### src/design/pocl_pkg.sv
// Shared types and constants for the PNG offset chunk locator.
// No dependencies; imported by every pocl module.
`timescale 1ns / 1ps
`default_nettype none

package pocl_pkg;

   localparam int POSITION_BITS = 24;
   localparam int StartBits     = 24;
   localparam int OffsetBits    = 32;
   localparam int CountBits     = 4;
   localparam int RspDataBits   = 96;
   localparam int WideBits      = (POSITION_BITS > StartBits) ? POSITION_BITS : StartBits;

   localparam logic [POSITION_BITS-1:0] PosMax  = {POSITION_BITS{1'b1}};
   localparam logic [POSITION_BITS-1:0] PosTag  = POSITION_BITS'(7);
   localparam logic [StartBits-1:0]     StartMax = {StartBits{1'b1}};
   localparam logic [CountBits-1:0]     CaptureBytes = CountBits'(8);

   // "IDAT" and "grAb", first byte in the high lane
   localparam logic [31:0] TagImage  = {8'h49, 8'h44, 8'h41, 8'h54};
   localparam logic [31:0] TagOffset = {8'h67, 8'h72, 8'h41, 8'h62};

   typedef struct packed {
      logic [7:0] data_byte;
      logic       final_byte;
   } item_type;

   typedef struct packed {
      logic                         truncated;
      logic [StartBits-1:0]         chunk_start;
      logic signed [OffsetBits-1:0] y_offset;
      logic signed [OffsetBits-1:0] x_offset;
      logic                         found;
   } result_type;

   // Saturate a position to the output field width.
   function automatic logic [StartBits-1:0] clip_start(input logic [POSITION_BITS-1:0] pos);
      logic [WideBits-1:0] wide;
      wide = WideBits'(pos);
      if (wide > WideBits'(StartMax)) begin
         return StartMax;
      end
      return StartBits'(wide);
   endfunction

endpackage

`default_nettype wire

### src/design/pocl_in_reg.sv
// Input register: holds one request beat until the scanner takes it.
// Depends on pocl_pkg.
`timescale 1ns / 1ps
`default_nettype none

module pocl_in_reg (
   input  wire logic               clock,
   input  wire logic               reset,
   input  wire logic               req_tvalid,
   output logic                    req_tready,
   input  wire logic [7:0]         req_tdata,   // [7:0] data_byte
   input  wire logic               req_tlast,   // final_byte
   input  wire logic               take,
   output logic                    hold_valid,
   output pocl_pkg::item_type      hold_item
);
   import pocl_pkg::*;

   logic     valid_ff, valid_in;
   item_type item_ff;

   assign req_tready = !valid_ff || take;
   assign valid_in   = req_tready ? req_tvalid : valid_ff;

   always_ff @(posedge clock) begin
      if (reset) begin
         valid_ff <= 1'b0;
      end else begin
         valid_ff <= valid_in;
      end
   end

   // payload: load on every accepted beat
   always_ff @(posedge clock) begin
      if (req_tvalid && req_tready) begin
         item_ff <= '{data_byte: req_tdata, final_byte: req_tlast};
      end
   end

   assign hold_valid = valid_ff;
   assign hold_item  = item_ff;

endmodule

`default_nettype wire

### src/design/pocl_scanner.sv
// Tag window, byte counter and offset capture; builds the result on the final byte.
// Depends on pocl_pkg.
`timescale 1ns / 1ps
`default_nettype none

module pocl_scanner (
   input  wire logic                 clock,
   input  wire logic                 reset,
   input  wire logic                 hold_valid,
   input  wire pocl_pkg::item_type   hold_item,
   input  wire logic                 out_free,
   output logic                      take,
   output logic                      emit,
   output pocl_pkg::result_type      result
);
   import pocl_pkg::*;

   // control state
   logic [POSITION_BITS-1:0] pos_ff, pos_in;
   logic [CountBits-1:0]     remain_ff, remain_in;
   logic                     stopped_ff, stopped_in;
   logic                     found_ff, found_in;
   // payload state
   logic [31:0]              window_ff, window_in;
   logic [63:0]              shift_ff, shift_in;
   logic [OffsetBits-1:0]    held_x_ff, held_x_in;
   logic [OffsetBits-1:0]    held_y_ff, held_y_in;
   logic [POSITION_BITS-1:0] held_start_ff, held_start_in;
   logic [POSITION_BITS-1:0] pending_ff, pending_in;

   assign take = hold_valid && (!hold_item.final_byte || out_free);
   assign emit = take && hold_item.final_byte;

   always_comb begin
      window_in     = {window_ff[23:0], hold_item.data_byte};
      shift_in      = shift_ff;
      remain_in     = remain_ff;
      stopped_in    = stopped_ff;
      found_in      = found_ff;
      held_x_in     = held_x_ff;
      held_y_in     = held_y_ff;
      held_start_in = held_start_ff;
      pending_in    = pending_ff;
      pos_in        = (pos_ff < PosMax) ? pos_ff + POSITION_BITS'(1) : pos_ff;

      if (!stopped_ff) begin
         if (remain_ff != '0) begin
            shift_in  = {shift_ff[55:0], hold_item.data_byte};
            remain_in = remain_ff - CountBits'(1);
            if (remain_ff == CountBits'(1)) begin
               held_x_in     = shift_in[63:32];
               held_y_in     = shift_in[31:0];
               held_start_in = pending_ff;
               found_in      = 1'b1;
            end
         end else if (pos_ff >= PosTag) begin
            if (window_in == TagImage) begin
               stopped_in = 1'b1;
            end else if (window_in == TagOffset) begin
               remain_in  = CaptureBytes;
               shift_in   = '0;
               pending_in = pos_ff - PosTag;
            end
         end
      end
   end

   // result uses the post-update state of the final beat
   always_comb begin
      result.found       = found_in;
      result.x_offset    = found_in ? held_x_in : '0;
      result.y_offset    = found_in ? held_y_in : '0;
      result.chunk_start = found_in ? clip_start(held_start_in) : '0;
      result.truncated   = (remain_in != '0);
   end

   always_ff @(posedge clock) begin
      if (reset) begin
         pos_ff     <= '0;
         remain_ff  <= '0;
         stopped_ff <= 1'b0;
         found_ff   <= 1'b0;
      end else if (take) begin
         if (hold_item.final_byte) begin
            // start the next file from a clean state
            pos_ff     <= '0;
            remain_ff  <= '0;
            stopped_ff <= 1'b0;
            found_ff   <= 1'b0;
         end else begin
            pos_ff     <= pos_in;
            remain_ff  <= remain_in;
            stopped_ff <= stopped_in;
            found_ff   <= found_in;
         end
      end
   end

   always_ff @(posedge clock) begin
      if (take) begin
         window_ff     <= window_in;
         shift_ff      <= shift_in;
         held_x_ff     <= held_x_in;
         held_y_ff     <= held_y_in;
         held_start_ff <= held_start_in;
         pending_ff    <= pending_in;
      end
   end

endmodule

`default_nettype wire

### src/design/pocl_out_reg.sv
// Result register: holds one response beat until the sink takes it.
// Depends on pocl_pkg.
`timescale 1ns / 1ps
`default_nettype none

module pocl_out_reg (
   input  wire logic                               clock,
   input  wire logic                               reset,
   input  wire logic                               emit,
   input  wire pocl_pkg::result_type               result,
   output logic                                    out_free,
   output logic                                    rsp_tvalid,
   input  wire logic                               rsp_tready,
   // [0] found, [32:1] x_offset, [64:33] y_offset, [88:65] chunk_start,
   // [89] truncated, [95:90] zero
   output logic [pocl_pkg::RspDataBits-1:0]        rsp_tdata
);
   import pocl_pkg::*;

   logic       valid_ff, valid_in;
   result_type data_ff;

   assign out_free = !valid_ff || rsp_tready;
   assign valid_in = emit || (valid_ff && !rsp_tready);

   always_ff @(posedge clock) begin
      if (reset) begin
         valid_ff <= 1'b0;
      end else begin
         valid_ff <= valid_in;
      end
   end

   always_ff @(posedge clock) begin
      if (emit) begin
         data_ff <= result;
      end
   end

   assign rsp_tvalid = valid_ff;
   assign rsp_tdata  = RspDataBits'(data_ff);

endmodule

`default_nettype wire

### src/design/png_offset_chunk_locator_core.sv
// PNG offset chunk locator: scans a PNG byte stream for a grAb chunk before IDAT.
// Top level; depends on pocl_pkg, pocl_in_reg, pocl_scanner and pocl_out_reg.
`timescale 1ns / 1ps
`default_nettype none

// Feed the file one byte per beat with tlast on its final byte. The block
// takes one byte every clock while the input is not stalled; a byte passes
// an input register and then the window compare and capture logic, and the
// result beat is loaded into the result register as the final byte leaves
// the input register. Only a final byte meeting a still-occupied result
// register stalls the input. The result reports whether a complete grAb
// chunk came before IDAT, its two signed offsets, the position of the
// chunk's length field and whether the file ended inside the offset bytes.
// After the final byte the block starts over for the next file.
module png_offset_chunk_locator_core (
   input  wire logic                          clock,
   input  wire logic                          reset,
   input  wire logic                          req_tvalid,
   output logic                               req_tready,
   input  wire logic [7:0]                    req_tdata,   // [7:0] data_byte
   input  wire logic                          req_tlast,   // final_byte
   output logic                               rsp_tvalid,
   input  wire logic                          rsp_tready,
   // [0] found, [32:1] x_offset, [64:33] y_offset, [88:65] chunk_start,
   // [89] truncated, [95:90] zero
   output logic [pocl_pkg::RspDataBits-1:0]   rsp_tdata
);
   import pocl_pkg::*;

   logic       take, emit, out_free, hold_valid;
   item_type   hold_item;
   result_type result;

   pocl_in_reg u_in_reg (
      .clock      (clock),
      .reset      (reset),
      .req_tvalid (req_tvalid),
      .req_tready (req_tready),
      .req_tdata  (req_tdata),
      .req_tlast  (req_tlast),
      .take       (take),
      .hold_valid (hold_valid),
      .hold_item  (hold_item)
   );

   pocl_scanner u_scanner (
      .clock      (clock),
      .reset      (reset),
      .hold_valid (hold_valid),
      .hold_item  (hold_item),
      .out_free   (out_free),
      .take       (take),
      .emit       (emit),
      .result     (result)
   );

   pocl_out_reg u_out_reg (
      .clock      (clock),
      .reset      (reset),
      .emit       (emit),
      .result     (result),
      .out_free   (out_free),
      .rsp_tvalid (rsp_tvalid),
      .rsp_tready (rsp_tready),
      .rsp_tdata  (rsp_tdata)
   );

endmodule

`default_nettype wire
### config.mk
export PLATFORM = sky130hd
export DESIGN_NAME = png_offset_chunk_locator_core
export DESIGN_NICKNAME = d
export VERILOG_FILES = /design/src/design/pocl_pkg.sv /design/src/design/pocl_in_reg.sv /design/src/design/pocl_scanner.sv /design/src/design/pocl_out_reg.sv /design/src/design/png_offset_chunk_locator_core.sv
export SDC_FILE = /design/constraint.sdc
export NUM_CORES = 1
export LEC_CHECK = 0
export ABC_AREA = 1
export BUFFER_PORTS_ARGS = -buffer_cell sky130_fd_sc_hd__buf_2
export CORE_MARGIN = 2
export CORE_UTILIZATION = 50
export CTS_BUF_LIST = sky130_fd_sc_hd__clkbuf_4
export DETAILED_ROUTE_END_ITERATION = 12
export PLACE_DENSITY = 0.7
export SYNTH_ARGS = -nofsm -noshare
export SYNTH_HDL_FRONTEND = slang
export SYNTH_SLANG_ARGS = --single-unit
### constraint.sdc
create_clock -name clock -period 5.1 [get_ports clock]
set_input_delay 0.51 -clock clock [delete_from_list [all_inputs] [get_ports clock]]
set_output_delay 0.51 -clock clock [all_outputs]
set_load 0.005 [all_outputs]
==> impl_results.md <==
* XOR/XNOR share of the synthesized area at 1.59%
* Distinct cells, synth at 44
* IO Count at 111
* Global-route wire length before repair at 46.0 mm
* Final Setup Violations at 0
* Non-filler instance count after layout at 1,924
* Die area at 31,100 um^2
* R2r startpoint: u_scanner.remain_ff[1]
* Gr ovfl total at 0
* Final Hold Viols at 0
* Fin nets at 1,489
* Final ANT Viol Nets at 0
* Placed instance count at 1,767
* Required time worst endpoint at 5.50 ns
* Critical path peak fanout at 61
* Synth Flop Type: edfxtp_1
* Sink Count at 323
* Post-CTS setup buffers at 0
* Crit path launch type: flip-flop
* Core ar. at 29,500 um^2
* Total GRT Usage at 18.7%
* Hold WC Path Type: in2reg
* DR WL/cell at 14.9 um
* Worst Setup EP: u_out_reg.rsp_tdata[48]
* Status: complete, no violations
* CTS Buffer Depth at 3
* Die height at 176 um
* Initial antenna violation count at 1
* Initial DRT Pass Iterations at 5
* Fraction of registers with async set/reset at 0%
* Clk Tree Root Cell: clkbuf_4
* Post-CTS Resized at 0
* Fmax at 311 MHz
* Post-synth EDFFs at 291
* Avg Inst Size Synth at 11.3 um^2
* Largest net degree at the start of global routing at 158
* Hpwl dp at 18.5 mm
* Fin crit period at 3.22 ns
* VDD IR-drop max at 0.161 mV
* Initial drt markers at 786
* Final Max Tran Viols at 0
* Post-Route WL at 28.7 mm
* Vias per inst at 4.94
* TritonCTS Buffers at 85
* CTS tree: done
* DRC errors left at 0
* Worst clock skew at 0.0470 ns
* Simple-Gate Fraction of Synth Area at 14.2%
* P&R area growth vs syn at 13.0%
* GPL Wtd Cong at 0.874
* Worst R2R Path Depth at 11
* Largest family of logic cells by synthesized area: simple AND/OR/NAND/NOR gates
* FP Rows at 63
* Sequential share of the synthesized area at 63.1%
* Mux cell area share after synthesis at 0%
* Crit end category: flip-flop
* Period utilisation layout at 63.1%
* Final Power at 5.27 mW
* Final TNS setup at 0 ns
* Worst EP arrival at 3.62 ns
* RSZ-0062 raised after global routing: false
* Max cap viols at 0
* Crit path from: u_scanner.remain_ff[1]
* Chip width at 176 um
* HP Start: req_tvalid
* Layout cells sized above 1 at 28.4%
* Vias in the first global route at 9,314
* P_leak at 6.29 nW
* Post-Synth Adder-Cell Area at 0.253%
* Synth Instances at 1,316
* Clk_lat worst skew at 0.70 ns
* Mapped Area at 14,900 um^2
* Slew at the pin with the worst max-slew slack at 1.05 ns
* Fillers at 2,483
* PortBufs at 104
* Setup CP Type: reg2reg
* Vias at 9,510
* Starting density of the core at 50.4%
* P per Cell Area at 314 nW/um^2
* Synth Area in Compound Gates at 11.8%
* Synth warn at 0
* Register-to-register setup slack at 1.88 ns
* Clock Pin Slew Worst Setup and Hold Paths at 0.06 ns
* FF+latch count, synth at 323
* Slew HR at 29.7%
* # H-tree levels at 3
* Worst r2r dst: u_out_reg.rsp_tdata[48]
==> placed cells by master (no fill, tap or decap), types with 7 or more instances in the layout <==
master	Yosys	final
a211oi_1	8	8
a211oi_2	82	82
a21oi_1	111	110
buf_2	22	104
buf_4	6	10
clkbuf_4	0	126
clkinv_1	17	29
dfxtp_1	32	32
dlygate4sd3_1	0	9
edfxtp_1	291	291
inv_1	220	219
nand2_1	118	118
nand2_2	9	9
nand3_1	26	26
nand4_1	12	12
nor2_1	142	142
nor3_1	18	18
o21ai_0	7	7
or2_0	28	28
or2_2	62	62
xor2_1	23	23
==> metal layers <==
layer	wire [um]	part of all wire (%)	GRT usage, %	vias to the layer above
li1	-	-	-	4758
met3	1530	5.3	4.37	39
met5	0	0	0	-
met2	13900	48	30.8	235
met1	12900	45	24.6	4478
met4	381	1.3	6.10	0
==> how the worst min path moves through the flow <==
stage / endpoint / slack, ns / cells past startpoint
after floorplan: u_scanner.window_ff[15] / 0.43 / 0
after global placement: u_scanner.window_ff[9] / 0.43 / 0
after detailed placement: u_scanner.window_ff[9] / 0.43 / 0
after CTS: u_in_reg.hold_valid / 0.06 / 3
after global routing: u_in_reg.hold_valid / 0.09 / 3
final: u_in_reg.hold_valid / 0.11 / 3
==> sequential cells by signal (all words and copies together) (netlist names) <==
register	count
u_scanner.shift_ff	56
u_scanner.remain_ff	4
u_scanner.stopped_ff	1
u_scanner.held_start_ff	24
u_scanner.found_ff	1
u_scanner.pos_ff	24
u_scanner.window_ff	24
u_in_reg.hold_item	9
u_out_reg.rsp_tdata	90
u_out_reg.rsp_tvalid	1
u_scanner.held_x_ff	32
u_scanner.held_y_ff	32
u_in_reg.hold_valid	1
u_scanner.pending_ff	24
==> repair_timing <==
item	4_1_cts	5_1_grt
endpoints found under the setup margin	0	0
hold buffers	9	0
endpoints found under the hold margin	9	0
==> final cells by class <==
| cell class | count | area (um^2) | area share [%] |
|---|---|---|---|
| flip-flops and latches | 323 | 9380 | 55.9 |
| well taps | 390 | 488 | 2.91 |
| repair buffers | 124 | 706 | 4.20 |
| inverters | 246 | 938 | 5.59 |
| clock buffers | 126 | 946 | 5.64 |
| diodes | 1 | 2.50 | 0.0149 |
| multi-input cells | 693 | 4170 | 24.8 |
| clock inverters | 21 | 155 | 0.924 |
==> per-stage QoR <==
| stage | util [%] | setup WS [ns] | area (um^2) | hold slack [ns] |
|---|---|---|---|---|
| 2_1_floorplan | - | 0.577 | 14900 | 0.426 |
| 3_3_place_gp | 52.9 | 1.69 | 15600 | 0.434 |
| 3_5_place_dp | 52.9 | 1.69 | 15600 | 0.434 |
| 4_1_cts | 56.9 | 1.82 | 16800 | 0.0619 |
| 5_1_grt | 56.9 | 1.66 | 16800 | 0.0861 |
| 6_report | 56.9 | 1.88 | 16800 | 0.113 |
==> cell usage after synthesis (5+ instances only) <==
| cell | count | area [um^2] |
|---|---|---|
| nor4_1 | 5 | 31.3 |
| or2_0 | 28 | 175 |
| nand4_1 | 12 | 75.1 |
| xor2_1 | 23 | 201 |
| nand3_1 | 26 | 130 |
| nor2_2 | 5 | 31.3 |
| nand2_1 | 118 | 443 |
| a211oi_2 | 82 | 1030 |
| nand2_2 | 9 | 56.3 |
| a211oi_1 | 8 | 60.1 |
| buf_2 | 22 | 110 |
| edfxtp_1 | 291 | 8740 |
| nor2_1 | 142 | 533 |
| inv_2 | 9 | 33.8 |
| nor3_1 | 18 | 90.1 |
| a21oi_1 | 111 | 556 |
| clkbuf_1 | 8 | 30.0 |
| buf_6 | 20 | 225 |
| buf_4 | 6 | 45.0 |
| o21ai_0 | 7 | 35.0 |
| clkinv_1 | 17 | 63.8 |
| inv_1 | 220 | 826 |
| or2_2 | 62 | 388 |
| dfxtp_1 | 32 | 641 |
==> critical path, stage by stage, from the launching register on <==
cell and delay, ns:
dfxtp_1 0.34, inv_1 0.11, ha_1 0.17, inv_1 0.09, nor2_4 0.11, buf_4 0.52, nor2_2 0.09, nand2_2 0.15
nand2_1 0.12, inv_4 0.67, buf_4 0.47, a211oi_2 0.07
==> cells by family (layout without fill, tap and decap cells) <==
logic type | after synthesis | in the layout
xor+xnor | 27 | 27
buf+inv | 305 | 517
flops | 323 | 323
simple gates | 439 | 439
fa+ha+maj | 3 | 3
other cells | 1 | 7
compound gates | 218 | 218
==> power by group <==
group          switching [mW]  total [mW]  internal [mW]
clock                    1.02        2.25           1.23
combinational          0.0750       0.104         0.0287
sequential             0.0180        2.91           2.90
total                    1.11        5.27           4.16
No activity file was read; power rests on OpenSTA's default activity.
